<file path="config.mk">
export PLATFORM = sky130hd
export DESIGN_NAME = morse_letter_keyer_unit_flat
export DESIGN_NICKNAME = d
export VERILOG_FILES = /design/src/hdl/mlk_pkg.sv /design/src/hdl/mlk_in_if.sv /design/src/hdl/mlk_out_if.sv /design/src/hdl/morse_letter_keyer_unit.sv /design/src/hdl/mlk_front.sv /design/src/hdl/mlk_queue.sv /design/src/hdl/mlk_back.sv /design/src/flat_wrapper.sv
export SDC_FILE = /design/constraint.sdc
export NUM_CORES = 1
export LEC_CHECK = 0
export BUFFER_PORTS_ARGS = -buffer_cell sky130_fd_sc_hd__buf_4
export CAP_MARGIN = 20
export CORE_MARGIN = 3
export CORE_UTILIZATION = 40
export CTS_BUF_LIST = sky130_fd_sc_hd__clkbuf_4 sky130_fd_sc_hd__clkbuf_8
export CTS_CLUSTER_DIAMETER = 100
export DETAILED_ROUTE_END_ITERATION = 12
export PLACE_DENSITY = 0.65
export SYNTH_ARGS = -nofsm -noshare
export SYNTH_HDL_FRONTEND = slang
export SYNTH_SLANG_ARGS = --single-unit
</file>
<file path="constraint.sdc">
create_clock -name i_clk -period 5.7 [get_ports i_clk]
set_clock_uncertainty 0.15 [all_clocks]
set_input_delay 0.855 -clock i_clk [delete_from_list [all_inputs] [get_ports i_clk]]
set_output_delay 0.855 -clock i_clk [all_outputs]
set_load 0.005 [all_outputs]
</file>
<file path="src/hdl/mlk_pkg.sv">
// Shared types, constants and the letter code table of the Morse letter keyer.
package mlk_pkg;

    // Widths of the item fields and of the keying state
    localparam int unsigned NUM_LETTERS = 26;
    localparam int unsigned IDX_W       = 5;
    localparam int unsigned TICK_W      = 16;
    localparam int unsigned CODE_W      = 4;
    localparam int unsigned LEN_W       = 3;
    localparam int unsigned POS_W       = 3;

    // Configuration port
    localparam int unsigned CFG_IDX_W = 2;
    localparam logic [CFG_IDX_W-1:0] CFG_DOT_TICKS  = 2'd0;
    localparam logic [CFG_IDX_W-1:0] CFG_DASH_TICKS = 2'd1;
    localparam logic [CFG_IDX_W-1:0] CFG_GAP_TICKS  = 2'd2;

    localparam logic [TICK_W-1:0] DOT_TICKS_RST  = 16'd300;
    localparam logic [TICK_W-1:0] DASH_TICKS_RST = 16'd900;
    localparam logic [TICK_W-1:0] GAP_TICKS_RST  = 16'd1000;

    // Command queue between front and back
    localparam int unsigned QUEUE_DEPTH = 2;
    localparam int unsigned QUEUE_AW    = $clog2(QUEUE_DEPTH);
    localparam int unsigned QUEUE_CW    = $clog2(QUEUE_DEPTH + 1);

    // Input action codes
    localparam logic ACT_TICK   = 1'b0;
    localparam logic ACT_LETTER = 1'b1;

    // Classified request kinds
    typedef enum logic [1:0] {
        CMD_TICK   = 2'd0,
        CMD_LETTER = 2'd1,
        CMD_DROP   = 2'd2
    } t_cmd_kind;

    typedef struct packed {
        t_cmd_kind          kind;
        logic [CODE_W-1:0]  code_bits;
        logic [LEN_W-1:0]   code_len;
    } t_cmd;

    // Handshake of the queue's read side
    typedef struct packed {
        logic valid;
        logic ready;
    } t_pop_hs;

    // Code table: {length, pattern}, pattern bit j is element j, 1 = dash
    function automatic logic [LEN_W+CODE_W-1:0] code_lookup(input logic [IDX_W-1:0] idx);
        logic [LEN_W+CODE_W-1:0] ent;
        unique case (idx)
            5'd0:    ent = {3'd2, 4'h2};  // A .-
            5'd1:    ent = {3'd4, 4'h1};  // B -...
            5'd2:    ent = {3'd4, 4'h5};  // C -.-.
            5'd3:    ent = {3'd3, 4'h1};  // D -..
            5'd4:    ent = {3'd1, 4'h0};  // E .
            5'd5:    ent = {3'd4, 4'h4};  // F ..-.
            5'd6:    ent = {3'd3, 4'h3};  // G --.
            5'd7:    ent = {3'd4, 4'h0};  // H ....
            5'd8:    ent = {3'd2, 4'h0};  // I ..
            5'd9:    ent = {3'd4, 4'hE};  // J .---
            5'd10:   ent = {3'd3, 4'h5};  // K -.-
            5'd11:   ent = {3'd4, 4'h2};  // L .-..
            5'd12:   ent = {3'd2, 4'h3};  // M --
            5'd13:   ent = {3'd2, 4'h1};  // N -.
            5'd14:   ent = {3'd3, 4'h7};  // O ---
            5'd15:   ent = {3'd4, 4'h6};  // P .--.
            5'd16:   ent = {3'd4, 4'hB};  // Q --.-
            5'd17:   ent = {3'd3, 4'h2};  // R .-.
            5'd18:   ent = {3'd3, 4'h0};  // S ...
            5'd19:   ent = {3'd1, 4'h1};  // T -
            5'd20:   ent = {3'd3, 4'h4};  // U ..-
            5'd21:   ent = {3'd4, 4'h8};  // V ...-
            5'd22:   ent = {3'd3, 4'h6};  // W .--
            5'd23:   ent = {3'd4, 4'h9};  // X -..-
            5'd24:   ent = {3'd4, 4'hD};  // Y -.--
            5'd25:   ent = {3'd4, 4'h3};  // Z --..
            default: ent = '0;
        endcase
        return ent;
    endfunction

endpackage

</file>
<file path="src/hdl/mlk_in_if.sv">
// Input channel of the Morse letter keyer: tick or letter requests.
interface mlk_in_if;
    logic                      valid;
    logic                      ready;
    logic                      action;
    logic [mlk_pkg::IDX_W-1:0] letter_index;

    modport source (output valid, output action, output letter_index, input ready);
    modport sink   (input valid, input action, input letter_index, output ready);
endinterface

</file>
<file path="src/hdl/mlk_out_if.sv">
// Result channel of the Morse letter keyer: LED level and status flags.
interface mlk_out_if;
    logic valid;
    logic ready;
    logic led_on;
    logic busy_res;
    logic accepted;
    logic dropped;
    logic letter_done;

    modport source (output valid, output led_on, output busy_res, output accepted,
                    output dropped, output letter_done, input ready);
    modport sink   (input valid, input led_on, input busy_res, input accepted,
                    input dropped, input letter_done, output ready);
endinterface

</file>
<file path="src/hdl/morse_letter_keyer_unit.sv">
// Top level of the Morse letter keyer: front end, command queue and back end.
//
// Usage:
//   i_in carries requests: action 0 is one time tick, action 1 offers the
//   letter letter_index (0 = A .. 25 = Z). Every request gives exactly one
//   result on o_out: LED level, busy flag, accepted / dropped for letters and
//   letter_done on the tick that ends the last gap of a letter.
//   A letter is taken only while no letter is being keyed; otherwise, or when
//   the index is above 25, it is reported as dropped and keying goes on.
//   i_cfg_we / i_cfg_idx / i_cfg_data write dot, dash and gap lengths in
//   ticks (index 0, 1, 2); write them only while the block is idle.
// Timing:
//   A request passes through the two-entry command queue and then the back
//   end's result register before its result appears. One request per cycle
//   is sustained while o_out.ready stays high.
// Reset:
//   i_rst_n (synchronous, active low) empties the queue and the result
//   register, sets the block idle and loads 300 / 900 / 1000 ticks.
// Stall:
//   When o_out.ready is low the result is held; the queue absorbs up to two
//   more requests, then i_in.ready drops until results drain.
module morse_letter_keyer_unit (
    input  logic                            i_clk,
    input  logic                            i_rst_n,
    mlk_in_if.sink                          i_in,
    mlk_out_if.source                       o_out,
    input  logic                            i_cfg_we,
    input  logic [mlk_pkg::CFG_IDX_W-1:0]   i_cfg_idx,
    input  logic [mlk_pkg::TICK_W-1:0]      i_cfg_data
);
    import mlk_pkg::*;

    logic    q_ready;
    logic    push;
    t_cmd    push_cmd;
    t_cmd    pop_cmd;
    t_pop_hs pop_hs;
    logic    pop_ready;

    mlk_front u_front (
        .i_in      (i_in),
        .i_q_ready (q_ready),
        .o_push    (push),
        .o_cmd     (push_cmd)
    );

    mlk_queue u_queue (
        .i_clk               (i_clk),
        .i_rst_n             (i_rst_n),
        .i_push              (push),
        .i_cmd               (push_cmd),
        .o_ready             (q_ready),
        .o_pop_hs_valid_only (pop_hs),
        .i_pop_ready         (pop_ready),
        .o_cmd               (pop_cmd)
    );

    mlk_back u_back (
        .i_clk       (i_clk),
        .i_rst_n     (i_rst_n),
        .i_cfg_we    (i_cfg_we),
        .i_cfg_idx   (i_cfg_idx),
        .i_cfg_data  (i_cfg_data),
        .i_pop_hs    (pop_hs),
        .o_pop_ready (pop_ready),
        .i_cmd       (pop_cmd),
        .o_out       (o_out)
    );
endmodule

</file>
<file path="src/hdl/mlk_front.sv">
// Front end: accepts requests, classifies them and looks up the letter code.
module mlk_front (
    mlk_in_if.sink         i_in,
    input  logic           i_q_ready,
    output logic           o_push,
    output mlk_pkg::t_cmd  o_cmd
);
    import mlk_pkg::*;

    logic [LEN_W+CODE_W-1:0] code_ent;

    // Take a request whenever the queue has room
    assign i_in.ready = i_q_ready;
    assign o_push     = i_in.valid && i_q_ready;

    assign code_ent = code_lookup(i_in.letter_index);

    // Classify: tick, keyable letter, or letter out of range
    always_comb begin
        o_cmd.code_bits = code_ent[CODE_W-1:0];
        o_cmd.code_len  = code_ent[LEN_W+CODE_W-1:CODE_W];
        if (i_in.action == ACT_TICK) begin
            o_cmd.kind = CMD_TICK;
        end else if (i_in.letter_index < IDX_W'(NUM_LETTERS)) begin
            o_cmd.kind = CMD_LETTER;
        end else begin
            o_cmd.kind = CMD_DROP;
        end
    end
endmodule

</file>
<file path="src/hdl/mlk_queue.sv">
// Short command queue between the front end and the keying back end.
module mlk_queue (
    input  logic            i_clk,
    input  logic            i_rst_n,
    input  logic            i_push,
    input  mlk_pkg::t_cmd   i_cmd,
    output logic            o_ready,
    output mlk_pkg::t_pop_hs o_pop_hs_valid_only,
    input  logic            i_pop_ready,
    output mlk_pkg::t_cmd   o_cmd
);
    import mlk_pkg::*;

    t_cmd                r_mem [QUEUE_DEPTH];
    logic [QUEUE_AW-1:0] r_wr_ptr, n_wr_ptr;
    logic [QUEUE_AW-1:0] r_rd_ptr, n_rd_ptr;
    logic [QUEUE_CW-1:0] r_count, n_count;
    logic                pop;

    assign o_ready = (r_count != QUEUE_CW'(QUEUE_DEPTH));
    assign o_pop_hs_valid_only.valid = (r_count != '0);
    assign o_pop_hs_valid_only.ready = i_pop_ready;
    assign pop     = (r_count != '0) && i_pop_ready;
    assign o_cmd   = r_mem[r_rd_ptr];

    // Advance pointers and occupancy
    always_comb begin
        n_wr_ptr = r_wr_ptr;
        n_rd_ptr = r_rd_ptr;
        n_count  = r_count;
        if (i_push) begin
            n_wr_ptr = (r_wr_ptr == QUEUE_AW'(QUEUE_DEPTH - 1)) ? '0 : r_wr_ptr + 1'b1;
        end
        if (pop) begin
            n_rd_ptr = (r_rd_ptr == QUEUE_AW'(QUEUE_DEPTH - 1)) ? '0 : r_rd_ptr + 1'b1;
        end
        if (i_push && !pop) begin
            n_count = r_count + 1'b1;
        end else if (pop && !i_push) begin
            n_count = r_count - 1'b1;
        end
    end

    always_ff @(posedge i_clk) begin
        if (!i_rst_n) begin
            r_wr_ptr <= '0;
            r_rd_ptr <= '0;
            r_count  <= '0;
        end else begin
            r_wr_ptr <= n_wr_ptr;
            r_rd_ptr <= n_rd_ptr;
            r_count  <= n_count;
        end
    end

    // Store the pushed request
    always_ff @(posedge i_clk) begin
        if (i_push) begin
            r_mem[r_wr_ptr] <= i_cmd;
        end
    end
endmodule

</file>
<file path="src/hdl/mlk_back.sv">
// Back end: configuration registers, keying state and the result register.
module mlk_back (
    input  logic                            i_clk,
    input  logic                            i_rst_n,
    input  logic                            i_cfg_we,
    input  logic [mlk_pkg::CFG_IDX_W-1:0]   i_cfg_idx,
    input  logic [mlk_pkg::TICK_W-1:0]      i_cfg_data,
    input  mlk_pkg::t_pop_hs                i_pop_hs,
    output logic                            o_pop_ready,
    input  mlk_pkg::t_cmd                   i_cmd,
    mlk_out_if.source                       o_out
);
    import mlk_pkg::*;

    logic [TICK_W-1:0] r_dot_ticks, r_dash_ticks, r_gap_ticks;

    logic [CODE_W-1:0] r_code_bits, n_code_bits;
    logic [LEN_W-1:0]  r_code_len,  n_code_len;
    logic [POS_W-1:0]  r_pos,       n_pos;
    logic              r_in_gap,    n_in_gap;
    logic [TICK_W-1:0] r_ticks,     n_ticks;
    logic              r_active,    n_active;

    logic              r_out_valid;
    logic              r_led_on, r_busy, r_accepted, r_dropped, r_done;
    logic              accepted, dropped, done;
    logic              pop;
    logic [POS_W-1:0]  pos_inc;

    // Load a result whenever the output register is empty or being taken
    assign o_pop_ready = !r_out_valid || o_out.ready;
    assign pop         = i_pop_hs.valid && o_pop_ready;
    assign pos_inc     = r_pos + 1'b1;

    // Configuration writes
    always_ff @(posedge i_clk) begin
        if (!i_rst_n) begin
            r_dot_ticks  <= DOT_TICKS_RST;
            r_dash_ticks <= DASH_TICKS_RST;
            r_gap_ticks  <= GAP_TICKS_RST;
        end else if (i_cfg_we) begin
            unique case (i_cfg_idx)
                CFG_DOT_TICKS:  r_dot_ticks  <= i_cfg_data;
                CFG_DASH_TICKS: r_dash_ticks <= i_cfg_data;
                CFG_GAP_TICKS:  r_gap_ticks  <= i_cfg_data;
                default: ;
            endcase
        end
    end

    // Step the keying state for one request
    always_comb begin
        n_code_bits = r_code_bits;
        n_code_len  = r_code_len;
        n_pos       = r_pos;
        n_in_gap    = r_in_gap;
        n_ticks     = r_ticks;
        n_active    = r_active;
        accepted    = 1'b0;
        dropped     = 1'b0;
        done        = 1'b0;
        if (pop) begin
            unique case (i_cmd.kind)
                CMD_LETTER: begin
                    if (!r_active) begin
                        n_code_bits = i_cmd.code_bits;
                        n_code_len  = i_cmd.code_len;
                        n_pos       = '0;
                        n_active    = 1'b1;
                        n_in_gap    = 1'b0;
                        n_ticks     = i_cmd.code_bits[0] ? r_dash_ticks : r_dot_ticks;
                        accepted    = 1'b1;
                    end else begin
                        dropped = 1'b1;
                    end
                end
                CMD_DROP: begin
                    dropped = 1'b1;
                end
                CMD_TICK: begin
                    if (r_active) begin
                        if (r_ticks > TICK_W'(1)) begin
                            n_ticks = r_ticks - 1'b1;
                        end else if (!r_in_gap) begin
                            n_in_gap = 1'b1;
                            n_ticks  = r_gap_ticks;
                        end else if (pos_inc >= r_code_len) begin
                            n_active = 1'b0;
                            n_in_gap = 1'b0;
                            n_ticks  = '0;
                            n_pos    = '0;
                            done     = 1'b1;
                        end else begin
                            n_pos    = pos_inc;
                            n_in_gap = 1'b0;
                            n_ticks  = r_code_bits[pos_inc[1:0]] ? r_dash_ticks
                                                                 : r_dot_ticks;
                        end
                    end
                end
                default: ;
            endcase
        end
    end

    always_ff @(posedge i_clk) begin
        if (!i_rst_n) begin
            r_code_bits <= '0;
            r_code_len  <= '0;
            r_pos       <= '0;
            r_in_gap    <= 1'b0;
            r_ticks     <= '0;
            r_active    <= 1'b0;
            r_out_valid <= 1'b0;
        end else begin
            r_code_bits <= n_code_bits;
            r_code_len  <= n_code_len;
            r_pos       <= n_pos;
            r_in_gap    <= n_in_gap;
            r_ticks     <= n_ticks;
            r_active    <= n_active;
            if (pop) begin
                r_out_valid <= 1'b1;
            end else if (o_out.ready) begin
                r_out_valid <= 1'b0;
            end
        end
    end

    // Hold the result until it is taken
    always_ff @(posedge i_clk) begin
        if (pop) begin
            r_led_on   <= n_active && !n_in_gap;
            r_busy     <= n_active;
            r_accepted <= accepted;
            r_dropped  <= dropped;
            r_done     <= done;
        end
    end

    assign o_out.valid       = r_out_valid;
    assign o_out.led_on      = r_led_on;
    assign o_out.busy_res    = r_busy;
    assign o_out.accepted    = r_accepted;
    assign o_out.dropped     = r_dropped;
    assign o_out.letter_done = r_done;
endmodule

</file>
<file path="src/flat_wrapper.sv">
// flat-port wrapper written by rule: the top's interface ports become plain ports
module morse_letter_keyer_unit_flat import mlk_pkg::*;
  (i_clk, i_rst_n, i_cfg_we, i_cfg_idx, i_cfg_data, i_in_valid, i_in_action, i_in_letter_index, i_in_ready, o_out_valid, o_out_led_on, o_out_busy_res, o_out_accepted, o_out_dropped, o_out_letter_done, o_out_ready);
  mlk_in_if i_in_i ();
  mlk_out_if o_out_i ();
  input  logic i_clk;
  input  logic i_rst_n;
  input  logic i_cfg_we;
  input  logic [mlk_pkg::CFG_IDX_W-1:0] i_cfg_idx;
  input  logic [mlk_pkg::TICK_W-1:0] i_cfg_data;
  input wire logic [$bits(i_in_i.valid)-1:0] i_in_valid;
  input wire logic [$bits(i_in_i.action)-1:0] i_in_action;
  input wire logic [$bits(i_in_i.letter_index)-1:0] i_in_letter_index;
  output wire logic [$bits(i_in_i.ready)-1:0] i_in_ready;
  output wire logic [$bits(o_out_i.valid)-1:0] o_out_valid;
  output wire logic [$bits(o_out_i.led_on)-1:0] o_out_led_on;
  output wire logic [$bits(o_out_i.busy_res)-1:0] o_out_busy_res;
  output wire logic [$bits(o_out_i.accepted)-1:0] o_out_accepted;
  output wire logic [$bits(o_out_i.dropped)-1:0] o_out_dropped;
  output wire logic [$bits(o_out_i.letter_done)-1:0] o_out_letter_done;
  input wire logic [$bits(o_out_i.ready)-1:0] o_out_ready;
  assign i_in_i.valid = i_in_valid;
  assign i_in_i.action = i_in_action;
  assign i_in_i.letter_index = i_in_letter_index;
  assign i_in_ready = i_in_i.ready;
  assign o_out_valid = o_out_i.valid;
  assign o_out_led_on = o_out_i.led_on;
  assign o_out_busy_res = o_out_i.busy_res;
  assign o_out_accepted = o_out_i.accepted;
  assign o_out_dropped = o_out_i.dropped;
  assign o_out_letter_done = o_out_i.letter_done;
  assign o_out_i.ready = o_out_ready;
  morse_letter_keyer_unit u_core (.i_clk(i_clk), .i_rst_n(i_rst_n), .i_in(i_in_i), .o_out(o_out_i), .i_cfg_we(i_cfg_we), .i_cfg_idx(i_cfg_idx), .i_cfg_data(i_cfg_data));
endmodule
</file>
==> flow_metrics.tcl, run 1 <==
set metrics [dict create \
    whs_ns 0.305 \
    crit_end "u_core.u_back.r_pos[2]" \
    cp.required_ns 5.87 \
    synth_seq_area_share_pct 42.4 \
    finalCriticalPeriod_ns 3.54 \
    chipWidth_um 123 \
    n_antenna_cell 0 \
    pwr-share-comb_pct 39.5 \
    p_int_mw 1.53 \
    cts.reportedPaths.clkPinSlew_ns 0.10 \
    async_reset_ff_share_pct 0 \
    yosysWarningCount 0 \
    syn-num-nets 694 \
    drtIter0Drc 325 \
    rrSetupSlack_ns 2.16 \
    clk_path_buf_depth 2 \
    finalNetCount 700 \
    cts_sinks 105 \
    fp.coreArea_mm2 0.0133 \
    dp_cells 820 \
    die_area_mm2 0.0152 \
    grt_max_degree 60 \
    p_leak_nw 2.32 \
    setup_viol 0 \
    path_max_fanout 30 \
    tightest_slew_ns 1.04 \
    maxSlewHeadroom_pct 30.4 \
    io_buffers 35 \
    instances_no_fill 836 \
    cts_setup_buffers 0 \
    synth_top_area_cell "dfxtp_1" \
    vias 4730 \
    initial_core_util_pct 41.2 \
    max_freq_mhz 283 \
    vdd_drop_max_v 0.000206 \
    ys_types 63 \
    syn_area_per_cell_um2 8.48 \
    syn_inst 649 \
    grt_antenna_before_repair 0 \
    power.total_mw 2.50 \
    first_global_vias 4596 \
    ys_ff_latch 105 \
    synth_edf_count 23 \
    place_congestion 0.873 \
    yosys.area.top_type_share_pct 29.8 \
    numCtsBuffers 9 \
    p_seq_share_pct 38.5 \
    hold_violations 0 \
    firstDrtPassIters 5 \
    rows 42 \
    r2r_cells 8 \
    die_h_um 123 \
    power_density_mw_per_mm2 410 \
    area_growth_pct 10.5 \
    grt_pass1_wl_um 22900 \
    ant_nets 0 \
    utilization_pct 45.6 \
    finalSetupTns_ns 0 \
    drv_cap 0 \
    period_share_pct 62.1 \
    cts.hold.buffers_added 0 \
    layout-drive-gt1-share_pct 10.3 \
    boundaryPins 36 \
    wl_per_cell_um 16.6 \
    netSwitchingFraction_pct 38.8 \
    totalWireLength_um 13900 \
    post_cts_resized 0 \
    hpwl_um 9290 \
    power.share.clock_pct 22.0 \
    end_kind "flop" \
    netlist_area_mm2 0.00551 \
    p_sw_uw 969 \
    synth.top_cells.by_area "dfxtp_1 (30%), edfxtp_1 (13%), nand2_1 (8.2%), mux2i_1 (6.9%), a21oi_1 (6.6%)" \
    status "finished, final reports clean" \
    reg2reg_to "u_core.u_back.r_pos[2]" \
    gr-total-overflow 0 \
    start_kind "flop" \
    drv_slew 0 \
    grt.total_usage_pct 19.2 \
    crit_arrival_ns 3.70 \
    path_class "flop to flop" \
    synth_ff_type "dfxtp_1" \
    clock_latency_ns 0.39 \
    cts_tree "yes" \
    rsz0062_at_grt "false" \
    htree_levels 3 \
    hold_path_class "flop to flop" \
    clock_tree.root_cell "clkbuf_8" \
    viasPerCell 5.66 \
    hp-start "u_core.u_back.r_gap_ticks[14]" \
    remaining_drc_errors 0 \
]
==> worst min-delay path by stage <==
stage	endpoint	cells past startpoint
4_1_cts	u_core.u_back.r_gap_ticks[14]	2
5_1_grt	u_core.u_back.r_gap_ticks[12]	2
6_report	u_core.u_back.r_gap_ticks[14]	2
2_1_floorplan	u_core.u_back.r_pos[1]	2
3_3_place_gp	u_core.u_back.r_pos[1]	2
3_5_place_dp	u_core.u_back.r_gap_ticks[14]	2
==> per-layer routing <==
layer	vias to the layer above	track usage, %	wire length [µm]
li1	2331	-	-
met1	2232	26.5	6510
met2	145	29.5	6280
met3	22	4.67	852
met4	0	6.57	260
met5	-	0	0
==> cell type report <==
| cell class | count | area [µm²] |
|---|---|---|
| timing repair buffer | 38 | 285 |
| sequential | 105 | 2330 |
| clock buffer | 10 | 131 |
| multi-input combinational | 481 | 2930 |
| clock inverter | 6 | 106 |
| inverter | 20 | 75.1 |
| fill | 1337 | 7260 |
| tap | 176 | 220 |
==> power groups by stage <==
| stage | clock [mW] | sequential, mW | combinational [mW] |
|---|---|---|---|
| 3_5_place_dp | 0 | 0.977 | 0.974 |
| 4_1_cts | 0.557 | 0.960 | 0.981 |
| 2_1_floorplan | 0 | 0.944 | 0.748 |
| 6_report | 0.549 | 0.960 | 0.987 |
| 5_1_grt | 0.587 | 0.977 | 1.10 |
| 3_3_place_gp | 0 | 0.971 | 0.962 |
==> worst max-delay path: stages (launching register included) <==
cell and delay [ns]:
dfxtp_1 0.66, mux2i_1 0.22, ha_1 0.24, buf_4 0.23
or3b_1 0.43, a211oi_2 0.41, nand3_1 0.44, or3_4 0.52
o31ai_2 0.16
==> registers in the layout (all words and copies together) (netlist names), 2 cells and up, named ones only <==
register,cells
u_core.u_back.r_dash_ticks,16
u_core.u_back.r_dot_ticks,16
u_core.u_back.r_ticks,16
u_core.u_back.r_code_bits,4
u_core.u_queue.r_count,2
u_core.u_back.r_code_len,3
u_core.u_back.r_gap_ticks,16
u_core.u_queue.r_mem,18
u_core.u_back.r_pos,3
==> logic make-up (layout without fill, tap and decap cells) <==
group | after synthesis | in the layout | share of synthesized area, %
adder cells (fa/ha/maj) | 16 | 16 | 3.64
multiplexers | 42 | 42 | 8.18
AO/OA/AOI/OAI | 166 | 166 | 18.9
XOR/XNOR | 13 | 13 | 2.07
flip-flops | 105 | 105 | 42.4
AND/OR/NAND/NOR | 244 | 244 | 20.5
buffers and inverters | 63 | 74 | 4.43
==> cell usage after synthesis (all sizes together), types with 3 or more instances <==
cell	count
dfxtp	82
o211ai	7
nand3	27
o2bb2ai	12
nor2b	7
a21oi	73
xnor2	5
nor2	34
nand3b	4
nand2b	4
o31ai	4
clkbuf	35
inv	20
o21ai	31
edfxtp	23
xor2	8
mux2i	39
a211oi	11
nor4	4
ha	16
a31oi	5
nand2	120
or3	7
nor3	21
or4	3
buf	8
==> placed cells by master, fill, tap and decap left out, types with 3 or more instances in the layout <==
cell / count
xor2_1: 8
nand3_1: 26
or4_1: 3
edfxtp_1: 23
o211ai_1: 7
a211oi_1: 10
mux2i_1: 38
nor4_1: 4
nand2_1: 120
nor2_1: 34
nor3_1: 20
nand3b_1: 4
clkbuf_8: 9
or3_1: 6
o31ai_1: 3
xnor2_1: 5
ha_1: 16
o21ai_1: 3
inv_1: 19
a21oi_1: 73
a31oi_1: 5
o2bb2ai_1: 12
nand2b_1: 4
o21ai_0: 28
bufinv_16: 3
nor2b_1: 7
dfxtp_1: 82
buf_4: 38
==> stage by stage <==
| step | setup WS, ns | cell area, µm² |
|---|---|---|
| CTS | 2.16 | 6080 |
| global placement | 2.27 | 5850 |
| finish | 2.16 | 6080 |
| floorplan | 2.98 | 5510 |
| global route | 1.93 | 6080 |
| detailed placement | 2.15 | 5850 |
(Power assumes the default switching activity.)
==> run 2, diff against run 1 <==
Clock period 5.7 ns to 3.4 ns, I/O delays scaled along.
==> run 2 against run 1 <==
Global-route usage fell by 0.52 points. Die area unchanged. Non-clock buffer count rose by 5. Critical path depth stayed put. Clock power rose by 50%. Sequential share of layout area down 0.086 points. Critical path type unchanged. First-iteration DRC count grew 16%. Clock-buffer cell count grew 2.
==> flow_metrics.tcl, run 2 (same netlist as run 1, synthesis figures left out) <==
set metrics [dict create \
    cp.required_ns 3.54 \
    finalSetupTns_ns 0 \
    numCtsBuffers 9 \
    status "finished, final reports clean" \
    mostFrequentLayoutCells "nand2_1 (120), dfxtp_1 (82), a21oi_1 (73)" \
    max_freq_mhz 326 \
    p_leak_nw 2.34 \
    p_seq_share_pct 38.3 \
    power.share.clock_pct 19.8 \
    crit_arrival_ns 3.21 \
    pwr-share-comb_pct 41.9 \
    grt_antenna_before_repair 0 \
    highest_layer "met4" \
    slowest_delay_ns 0.53 \
    fp.coreArea_mm2 0.0133 \
    gr-total-overflow 0 \
    cts.reportedPaths.clkPinSlew_ns 0.10 \
    hold_violations 0 \
    remaining_drc_errors 0 \
    clock_tree.root_cell "clkbuf_8" \
    finalNetCount 705 \
    grt.total_usage_pct 18.7 \
    dr_wl_met3_um 911 \
    cts_sinks 105 \
    firstDrtPassIters 5 \
    chipWidth_um 123 \
    drv_cap 0 \
    rrSetupSlack_ns 0.33 \
    n_antenna_cell 0 \
    p_sw_mw 1.64 \
    start_kind "flop" \
    end_kind "flop" \
    p_int_mw 2.51 \
    ant_nets 0 \
    crit_buf_inv 1 \
    crit_end "u_core.u_back.r_pos[2]" \
    vias 4661 \
    clk_path_buf_depth 2 \
    place_congestion 0.872 \
    cts.hold.buffers_added 0 \
    finalCriticalPeriod_ns 3.07 \
    rows 42 \
    path_max_fanout 12 \
    cts_setup_buffers 0 \
    final_area_mm2 0.00610 \
    grt_pass1_wl_um 22700 \
    final_common_cell "nand2_1" \
    area_growth_pct 10.8 \
    initial_core_util_pct 41.2 \
    period_share_pct 90.2 \
    maxSlewHeadroom_pct 29.2 \
    crit_chain "mux2i_1 -> ha_1 -> or3b_1 -> a211oi_2 -> buf_4 -> nand3_1 -> or3_4 -> o31ai_2" \
    boundaryPins 36 \
    grt_max_degree 60 \
    crit_cells 8 \
    r2r_cells 8 \
    clock_latency_ns 0.37 \
    rsz0062_at_grt "false" \
    first_global_vias 4589 \
    die_h_um 123 \
    hold_path_class "input pin to flop" \
    tightest_slew_ns 1.06 \
    cp_top_family "simple AND/OR/NAND/NOR gates" \
    path_class "flop to flop" \
    place_area_mm2 0.00588 \
    drtIter0Drc 378 \
    htree_levels 3 \
    route.met2.wl_um 6170 \
    reg2reg_to "u_core.u_back.r_pos[2]" \
    drv_slew 0 \
    layout-drive-gt1-share_pct 11.1 \
    post_cts_resized 0 \
    setup_viol 0 \
    cp_slowest_cell "or3_4" \
    vdd_drop_max_v 0.000231 \
    power_density_mw_per_mm2 680 \
    io_buffers 35 \
    wl_per_cell_um 16.3 \
    cts_tree "yes" \
    netSwitchingFraction_pct 39.5 \
    viasPerCell 5.54 \
    totalWireLength_um 13700 \
    largest_register_ffs 18 \
    m1WireLength_um 6370 \
    die_area_mm2 0.0152 \
    regMostFlops "u_core.u_queue.r_mem" \
    hpwl_um 9350 \
]
-- run 2: metrics by stage --
step           setup WS, ns  hold slack (ns)  util (%)  std cells  power (mW)
6_report              0.334            0.222      45.7        841        4.15
5_1_grt              0.0960            0.218      45.7        841        4.42
4_1_cts               0.333            0.207      45.7        841        4.14
3_5_place_dp          0.354            0.302      44.1        825        3.32
3_3_place_gp          0.459            0.290      44.1        825        3.28
2_1_floorplan         0.679            0.279         -        649        2.84
-- run 2: power by group through the flow --
stage / sequential [mW] / combinational, mW / clock [mW]
after CTS: 1.58 / 1.72 / 0.837
after floorplan: 1.58 / 1.25 / 0
after global placement: 1.60 / 1.67 / 0
final: 1.59 / 1.74 / 0.822
after global routing: 1.61 / 1.91 / 0.896
after detailed placement: 1.61 / 1.71 / 0
-- run 2: tightest hold or removal path: stages --
cell and delay (ns):
buf_4 0.09, nand2_1 0.04, nand3_1 0.06
-- run 2: routing by layer --
layer,vias up,global-route usage (%)
met1,2153,25.9
met5,-,0
li1,2333,-
met3,18,3.61
met2,157,29.3
met4,0,6.09
-- run 2: cell type report --
type | instances | area [µm²]
Clock inverter | 4 | 48.8
Multi-Input combinational cell | 481 | 2930
Timing Repair Buffer | 43 | 323
Inverter | 20 | 75.1
Fill cell | 1346 | 7250
Clock buffer | 12 | 165
Sequential cell | 105 | 2330
Tap cell | 176 | 220
-- run 2: how the worst min path moves through the flow --
stage / endpoint / slack [ns] / cells past startpoint / from
floorplan: u_core.u_back.r_pos[1] / 0.28 / 2 / u_core.u_back.r_pos[1]
global placement: u_core.u_back.r_pos[1] / 0.29 / 2 / u_core.u_back.r_pos[1]
detailed placement: u_core.u_back.r_gap_ticks[1] / 0.30 / 2 / u_core.u_back.r_gap_ticks[1]
CTS: u_core.u_back.r_dash_ticks[8] / 0.21 / 3 / i_cfg_data[8]
global route: u_core.u_back.r_dot_ticks[3] / 0.22 / 3 / i_cfg_data[3]
finish: u_core.u_back.r_dot_ticks[8] / 0.22 / 3 / i_cfg_data[8]
